## src/hdl/hcbd_pkg.sv

```systemverilog
// hcbd_pkg: shared types, constants and helpers of the chunked body decoder
// used by hcbd_out_if, hcbd_step and http_chunked_body_decoder
package hcbd_pkg;

  localparam int SIZE_BITS = 32;

  typedef logic [SIZE_BITS-1:0] size_t;
  typedef logic [1:0] kind_t;
  typedef logic [2:0] phase_t;

  localparam kind_t KIND_DATA = 2'd0;
  localparam kind_t KIND_END  = 2'd1;
  localparam kind_t KIND_OVF  = 2'd2;

  localparam phase_t PH_SIZE = 3'd0;
  localparam phase_t PH_EXT  = 3'd1;
  localparam phase_t PH_DATA = 3'd2;
  localparam phase_t PH_SKIP = 3'd3;
  localparam phase_t PH_DONE = 3'd4;
  localparam phase_t PH_ERR  = 3'd5;

  localparam logic [7:0] CHAR_CR = 8'h0d;
  localparam logic [7:0] CHAR_LF = 8'h0a;

  typedef struct packed {
    logic       valid;
    logic [7:0] data;
    kind_t      kind;
  } result_t;

  function automatic logic hex_ok(input logic [7:0] c);
    return (c >= 8'h30 && c <= 8'h39) || (c >= 8'h61 && c <= 8'h66) ||
           (c >= 8'h41 && c <= 8'h46);
  endfunction

  function automatic logic [3:0] hex_val(input logic [7:0] c);
    logic [7:0] v;
    if (c <= 8'h39) begin
      v = c - 8'h30;
    end else if (c >= 8'h61) begin
      v = c - 8'h57;
    end else begin
      v = c - 8'h37;
    end
    return v[3:0];
  endfunction

endpackage

```

## src/hdl/hcbd_in_if.sv

```systemverilog
// hcbd_in_if: raw body word channel, valid/ready with byte and first marker
// depends on nothing
interface hcbd_in_if;
  logic       valid;
  logic       ready;
  logic [7:0] in_byte;
  logic       first;

  modport source (output valid, in_byte, first, input ready);
  modport sink (input valid, in_byte, first, output ready);
endinterface

```

## src/hdl/hcbd_out_if.sv

```systemverilog
// hcbd_out_if: decoded result word channel, valid/ready with byte and kind
// depends on hcbd_pkg
interface hcbd_out_if;
  logic             valid;
  logic             ready;
  logic [7:0]       out_byte;
  hcbd_pkg::kind_t  kind;

  modport source (output valid, out_byte, kind, input ready);
  modport sink (input valid, out_byte, kind, output ready);
endinterface

```

## src/hdl/http_chunked_body_decoder.sv

```systemverilog
// http_chunked_body_decoder: top level of the chunked transfer body decoder
// depends on hcbd_pkg, hcbd_in_if, hcbd_out_if and hcbd_step
//
// usage:
//   in_chan carries one raw body byte per word; first marks the first byte of
//   a new body and restarts the parser before that byte is parsed.
//   out_chan carries at most one result word per input word: a payload byte
//   (kind data), an end of body marker, or a chunk size overflow marker.
//   size lines, chunk extensions, the two bytes after each chunk and any
//   bytes after end of body or overflow give no result word.
// timing:
//   a word accepted into the input register is parsed when it leaves that
//   register, and its result is captured in the result register and shown on out_chan.
//   one word per cycle is taken while out_chan is not stalled; the parse stage sits
//   between an input register and the result register.
// reset and stall:
//   synchronous active-low reset empties both registers and puts the parser
//   at the size digits of a new body with a zero count.
//   while out_chan is stalled with a result held, the input register fills
//   once more and then in_chan.ready drops; nothing is lost or repeated.
module http_chunked_body_decoder (
  input logic       clk,
  input logic       rst_n,
  hcbd_in_if.sink   in_chan,
  hcbd_out_if.source out_chan
);
  import hcbd_pkg::*;

  logic       in_valid_r;
  logic [7:0] in_byte_r;
  logic       in_first_r;

  logic       out_valid_r;
  logic [7:0] out_byte_r;
  kind_t      out_kind_r;

  logic       fire;
  result_t    res;

  assign fire = in_valid_r && (!out_valid_r || out_chan.ready);
  assign in_chan.ready = !in_valid_r || fire;

  hcbd_step u_step (
    .clk   (clk),
    .rst_n (rst_n),
    .fire  (fire),
    .c     (in_byte_r),
    .first (in_first_r),
    .res   (res)
  );

  always_ff @(posedge clk) begin
    if (!rst_n) begin
      in_valid_r <= 1'b0;
    end else if (in_chan.ready) begin
      in_valid_r <= in_chan.valid;
    end
  end

  always_ff @(posedge clk) begin
    if (in_chan.ready && in_chan.valid) begin
      in_byte_r  <= in_chan.in_byte;
      in_first_r <= in_chan.first;
    end
  end

  always_ff @(posedge clk) begin
    if (!rst_n) begin
      out_valid_r <= 1'b0;
    end else if (!out_valid_r || out_chan.ready) begin
      out_valid_r <= fire && res.valid;
    end
  end

  always_ff @(posedge clk) begin
    if (fire && res.valid) begin
      out_byte_r <= res.data;
      out_kind_r <= res.kind;
    end
  end

  assign out_chan.valid    = out_valid_r;
  assign out_chan.out_byte = out_byte_r;
  assign out_chan.kind     = out_kind_r;

  a_stage_holds: assert property (@(posedge clk) disable iff (!rst_n)
    in_valid_r && out_valid_r && !out_chan.ready |=> in_valid_r)
    else $error("parse stage dropped a word under stall");

  a_kind_legal: assert property (@(posedge clk) disable iff (!rst_n)
    out_valid_r |-> out_kind_r == KIND_DATA || out_kind_r == KIND_END ||
                    out_kind_r == KIND_OVF)
    else $error("illegal result kind");

  a_marker_zero: assert property (@(posedge clk) disable iff (!rst_n)
    out_valid_r && out_kind_r != KIND_DATA |-> out_byte_r == 8'd0)
    else $error("marker result with nonzero byte");

endmodule

```

## src/hdl/hcbd_step.sv

```systemverilog
// hcbd_step: parser state and per-byte update of the chunked body decoder
// depends on hcbd_pkg
module hcbd_step (
  input  logic              clk,
  input  logic              rst_n,
  input  logic              fire,
  input  logic [7:0]        c,
  input  logic              first,
  output hcbd_pkg::result_t res
);
  import hcbd_pkg::*;

  phase_t phase_r, phase_nxt;
  size_t  cnt_r, cnt_nxt;
  logic   cr_r, cr_nxt;
  logic   skip_r, skip_nxt;

  phase_t ph;
  size_t  cnt;
  logic   cr;
  logic   skip;
  size_t  cnt_dec;

  assign ph   = first ? PH_SIZE : phase_r;
  assign cnt  = first ? '0 : cnt_r;
  assign cr   = first ? 1'b0 : cr_r;
  assign skip = first ? 1'b0 : skip_r;
  assign cnt_dec = cnt - size_t'(1);

  always_comb begin
    phase_nxt = ph;
    cnt_nxt   = cnt;
    cr_nxt    = cr;
    skip_nxt  = skip;
    res.valid = 1'b0;
    res.data  = 8'd0;
    res.kind  = KIND_DATA;
    unique case (ph)
      PH_SIZE, PH_EXT: begin
        if (ph == PH_SIZE && hex_ok(c)) begin
          if (cnt[SIZE_BITS-1 -: 4] != 4'd0) begin
            phase_nxt = PH_ERR;
            res.valid = 1'b1;
            res.kind  = KIND_OVF;
          end else begin
            cnt_nxt = {cnt[SIZE_BITS-5:0], hex_val(c)};
          end
        end else begin
          phase_nxt = PH_EXT;
          if (cr && c == CHAR_LF) begin
            cr_nxt = 1'b0;
            if (cnt == '0) begin
              phase_nxt = PH_DONE;
              res.valid = 1'b1;
              res.kind  = KIND_END;
            end else begin
              phase_nxt = PH_DATA;
            end
          end else begin
            cr_nxt = (c == CHAR_CR);
          end
        end
      end
      PH_DATA: begin
        cnt_nxt   = cnt_dec;
        res.valid = 1'b1;
        res.data  = c;
        if (cnt_dec == '0) begin
          phase_nxt = PH_SKIP;
          skip_nxt  = 1'b1;
        end
      end
      PH_SKIP: begin
        if (skip) begin
          skip_nxt = 1'b0;
        end else begin
          phase_nxt = PH_SIZE;
          cnt_nxt   = '0;
          cr_nxt    = 1'b0;
        end
      end
      default: begin
      end
    endcase
  end

  always_ff @(posedge clk) begin
    if (!rst_n) begin
      phase_r <= PH_SIZE;
      cnt_r   <= '0;
      cr_r    <= 1'b0;
      skip_r  <= 1'b0;
    end else if (fire) begin
      phase_r <= phase_nxt;
      cnt_r   <= cnt_nxt;
      cr_r    <= cr_nxt;
      skip_r  <= skip_nxt;
    end
  end

  a_skip_only_in_skip: assert property (@(posedge clk) disable iff (!rst_n)
    skip_r |-> phase_r == PH_SKIP)
    else $error("skip flag set outside skip phase");

  a_data_nonzero: assert property (@(posedge clk) disable iff (!rst_n)
    phase_r == PH_DATA |-> cnt_r != '0)
    else $error("data phase with zero bytes left");

  a_end_goes_done: assert property (@(posedge clk) disable iff (!rst_n)
    fire && res.valid && res.kind == KIND_END |=> phase_r == PH_DONE)
    else $error("end of body did not reach done phase");

endmodule

```

## src/flat_wrapper.sv

```systemverilog
// flat-port wrapper written by rule: the top's interface ports become plain ports
module http_chunked_body_decoder_flat import hcbd_pkg::*;
  (clk, rst_n, in_chan_valid, in_chan_in_byte, in_chan_first, in_chan_ready, out_chan_valid, out_chan_out_byte, out_chan_kind, out_chan_ready);
  hcbd_in_if in_chan_i ();
  hcbd_out_if out_chan_i ();
  input logic clk;
  input logic rst_n;
  input wire logic [$bits(in_chan_i.valid)-1:0] in_chan_valid;
  input wire logic [$bits(in_chan_i.in_byte)-1:0] in_chan_in_byte;
  input wire logic [$bits(in_chan_i.first)-1:0] in_chan_first;
  output wire logic [$bits(in_chan_i.ready)-1:0] in_chan_ready;
  output wire logic [$bits(out_chan_i.valid)-1:0] out_chan_valid;
  output wire logic [$bits(out_chan_i.out_byte)-1:0] out_chan_out_byte;
  output wire logic [$bits(out_chan_i.kind)-1:0] out_chan_kind;
  input wire logic [$bits(out_chan_i.ready)-1:0] out_chan_ready;
  assign in_chan_i.valid = in_chan_valid;
  assign in_chan_i.in_byte = in_chan_in_byte;
  assign in_chan_i.first = in_chan_first;
  assign in_chan_ready = in_chan_i.ready;
  assign out_chan_valid = out_chan_i.valid;
  assign out_chan_out_byte = out_chan_i.out_byte;
  assign out_chan_kind = out_chan_i.kind;
  assign out_chan_i.ready = out_chan_ready;
  http_chunked_body_decoder u_core (.clk(clk), .rst_n(rst_n), .in_chan(in_chan_i), .out_chan(out_chan_i));
endmodule
```

## config.mk

```make
export PLATFORM = sky130hd
export DESIGN_NAME = http_chunked_body_decoder_flat
export DESIGN_NICKNAME = d
export VERILOG_FILES = /design/src/hdl/hcbd_pkg.sv /design/src/hdl/hcbd_in_if.sv /design/src/hdl/hcbd_out_if.sv /design/src/hdl/http_chunked_body_decoder.sv /design/src/hdl/hcbd_step.sv /design/src/flat_wrapper.sv
export SDC_FILE = /design/constraint.sdc
export NUM_CORES = 1
export LEC_CHECK = 0
export ABC_CLOCK_PERIOD_IN_PS = 6700
export BUFFER_PORTS_ARGS = -buffer_cell sky130_fd_sc_hd__buf_2
export CELL_PAD_IN_SITES_DETAIL_PLACEMENT = 0
export CELL_PAD_IN_SITES_GLOBAL_PLACEMENT = 1
export CORE_ASPECT_RATIO = 0.8
export CORE_UTILIZATION = 51
export DETAILED_ROUTE_END_ITERATION = 7
export PLACE_DENSITY_LB_ADDON = 0.1
export SYNTH_ARGS = -nofsm -noshare
export SYNTH_HDL_FRONTEND = slang
export SYNTH_HIERARCHICAL = 1
export SYNTH_SLANG_ARGS = --single-unit
```

## constraint.sdc

```tcl
create_clock -name clk -period 6.7 [get_ports clk]
set_clock_uncertainty 0.1 [all_clocks]
set_input_delay 0.335 -clock clk [delete_from_list [all_inputs] [get_ports clk]]
set_output_delay 0.335 -clock clk [all_outputs]
set_load 0.03 [all_outputs]
```

==> reports/metrics.sh <==
MIN-DELAY-PATH-CLASS='in2reg'
CLOCK_TREE.BUFFER_DEPTH=2
POST-DP-HPWL_UM=8930
MET3ROUTEDLENGTH_UM=1080
SYNTH_AREA_UM2=4300
CTS-HOLD-FIX-BUFFERS=0
CRITICAL_PATH.MAX_FANOUT=42
DIODES=0
CP_DATA_ARRIVAL_TIME_NS=4.35
FINALSETUPVIOLCOUNT=0
AVGROUTEDWIREPERCELL_UM=21.1
ROUTED-VIA-COUNT=4114
POSTLAYOUTCOREUTIL_PCT=56.5
POSTCTSSETUPBUFFERS=0
CELL_AREA_AFTER_PLACEMENT_UM2=4380
LAYOUT.CELLS.MOST_COMMON_LIST='nor2_1 (41), nand2_1 (39), dfxtp_1 (39)'
CTS_TREE='built'
DIE_WIDTH_UM=105
SYN_INST=511
TRACK_USAGE_PCT=30.3
FIRST_GLOBAL_VIAS=3649
INSERTION_DELAY_NS=0.35
CLOCK-ROOT-BUFFER='clkbuf_8'
CLOCK_TREE.HTREE_LEVEL_COUNT=3
FINAL_LAYOUT_SIZE_SUFFIX_GT1_SHARE_PCT=14.0
DRT-MET1-WL_UM=6300
YS.FLOP_TYPE='dfxtp_1'
WORST-SLEW-PIN-TRANSITION_NS=1.13
TOPROUTINGLAYERUSED='met4'
SEQPWRFRAC_PCT=44.7
DESIGN_AREA_UM2=4550
CLKPWRFRAC_PCT=33.6
CLKSLEWWORSTSETUPHOLDPATHS_NS=0.07
STATUS='complete, no violations'
FINALHOLDVIOLCOUNT=0
FRACTION_OF_THE_YOSYS_AREA_TAKEN_BY_SEQUENTIAL_CELLS_PCT=31.5
DRC_ERRORS=0
CORE_AREA_UM2=8060
FMAX_GHz=0.239
WORST_IR_DROP_VDD_uV=141
CRITPATHREQUIREDTIME_NS=6.87
YOSYS_WARNINGS=6
WORST_SETUP_PATH_START_KIND='register'
PLACEMENT.IO_BUFFERS=24
TIMING_MAX_TRANSITION_VIOLATIONS_FINAL=0
SWITCHING_SHARE_OF_TOTAL_POWER_PCT=32.4
POST_SYNTH_NUM_CELL_TYPES=72
DESIGN.FINAL.NETS=522
SYNTH-EDFF-COUNT=19
DRT-TOTAL-WL_UM=12900
P_LEAK_nW=1.70
LAYOUT_COMMONEST_CELL='nor2_1'
ANTENNA_VIOL_NETS_FINAL=0
SYNTH_ASYNC_SR_FLOP_SHARE_PCT=0
FINAL.PERIOD_UTILIZATION_PCT=62.5
COMB_POWER_SHARE_PCT=21.7
WIRE_LENGTH_OF_THE_FIRST_GLOBAL_ROUTING_PASS_UM=20600
SYNTH_AREA_PER_CELL_UM2=8.41
DESIGN.DIE.AREA_UM2=8800
FIN_TNS_SETUP_NS=0
INITIAL_UTILIZATION_PCT=53.3
SETUP.WORST_PATH.END_CLASS='register'
DRT-INITIAL-DRC-COUNT=324
CLOCK_SINKS=58
ROUTE.MET2.WL_UM=5260
TRITONCTS.NUM_BUFFERS=9
POSTSYNTHREGISTERBITS=58
DRV.MAX_CAP_VIOLATION_COUNT=0
CORE.ROWCOUNT=29
DR.PASS1.ITERS=6
WORSTSETUPPATHTYPE='reg2reg'
FINAL.MIN_CLOCK_PERIOD_NS=4.18
GRT.OVERFLOW.TOTAL=0
CELLPOWERDENSITY_nW_PER_UM2=190
DIEHEIGHT_UM=84.1
HOLD_SLACK_NS=0.0516
CTS_RESIZED=0
RSZ0062_AT_GRT='false'
ANTENNA_FOUND_INITIAL=0
TOTAL_SWITCHING_POWER_mW=0.281
GRT_START_MAX_NET_PINS=43
FLOORPLAN.IO_PINS=25
FINAL.FILL_COUNT=765
SYNTH_NETS=531
AREA.GROWTH.SYNTH_TO_FINAL_PCT=5.94
GP_CONGESTION=0.922
CELL_INTERNAL_PWR_mW=0.585
LAYOUT_SETUP_WS_NS=2.52
PLACE_WS_NS=2.70
SLEW_HEADROOM_PCT=24.5
DRT-VIAS-PER-INSTANCE=6.69
sequential cells by signal, indices dropped and copies added, names as in the netlist:
name and count:
u_core/in_byte_r 8, u_core/in_first_r 1, u_core/out_chan.kind 2, u_core/u_step/phase_r 3, u_core/out_chan.out_byte 8, u_core/u_step/skip_r 1, u_core/u_step/cr_r 1, u_core/in_valid_r 1
u_core/u_step/cnt_r 32, u_core/out_chan.valid 1
through the flow:
stage	std cells	power, mW
after global routing	615	0.904
final	615	0.865
after detailed placement	599	0.577
after global placement	599	0.576
after floorplan	511	0.531
after CTS	615	0.867
final timing paths:
check                      from                       end  slack [ns]  cells after the start
min          in_chan_in_byte[6]       u_core/in_byte_r[6]        0.05                      1
min reg2reg  u_core/u_step/cr_r        u_core/u_step/cr_r        0.39                      1
max           u_core/in_first_r  u_core/u_step/phase_r[0]        2.52                     11
max reg2reg   u_core/in_first_r  u_core/u_step/phase_r[0]        2.52                     11
cell usage after synthesis, types with 8 or more instances:
cell	number	share of area, %
nor2b_1	8	1.2
xnor2_1	10	2.0
nand3_1	15	1.7
a22o_1	22	4.5
nor3_1	16	1.9
o21ai_0	31	3.6
mux2i_1	21	4.9
nor2_1	41	3.6
dfxtp_1	39	18
inv_1	9	0.79
o22ai_1	16	2.3
and2_1	10	1.5
nand2_1	39	3.4
a211oi_1	9	1.6
clkbuf_1	36	3.1
edfxtp_1	19	13
nor4_1	15	2.2
a21oi_1	14	1.6
power groups by stage:
stage	Sequential [mW]	Clock, mW	Combinational [mW]
floorplan	0.384	0	0.147
global placement	0.394	0	0.182
detailed placement	0.394	0	0.183
CTS	0.386	0.297	0.183
global route	0.388	0.313	0.203
finish	0.387	0.291	0.187
layout make-up:
type,instances,area [µm²],area share (%)
Timing Repair Buffer,29,158,3.46
Tap cell,108,135,2.97
Clock buffer,11,141,3.11
Multi-Input combinational cell,394,2700,59.3
Sequential cell,58,1350,29.7
Inverter,10,37.5,0.825
Clock inverter,5,30.0,0.660
cell families after synthesis:
| group | synth area share (%) |
|---|---|
| AOI/OAI and AO/OA | 24.7 |
| xor gates and xnor gates | 3.26 |
| adders and majority gates | 2.04 |
| buffers and inverters | 5.88 |
| DFF | 31.5 |
| muxes | 6.20 |
| and+or+nand+nor | 26.4 |
worst max-delay path, cell delays in order, from the launching register on:
cell	delay (ns)
edfxtp_1	0.32
buf_4	0.39
inv_1	0.43
nand2_1	0.26
ha_1	0.70
clkinv_1	0.49
nor2_1	0.42
and4_1	0.24
a211oi_1	0.06
nor4_1	0.26
nand4_1	0.17
a211oi_1	0.23
layer usage:
metal,track usage (%),up-vias
li1,-,1932
met1,45.9,1955
met2,41.4,198
met3,6.64,29
met4,10.9,0
met5,0,-
Note: power is estimated with default switching activity, not from simulation.
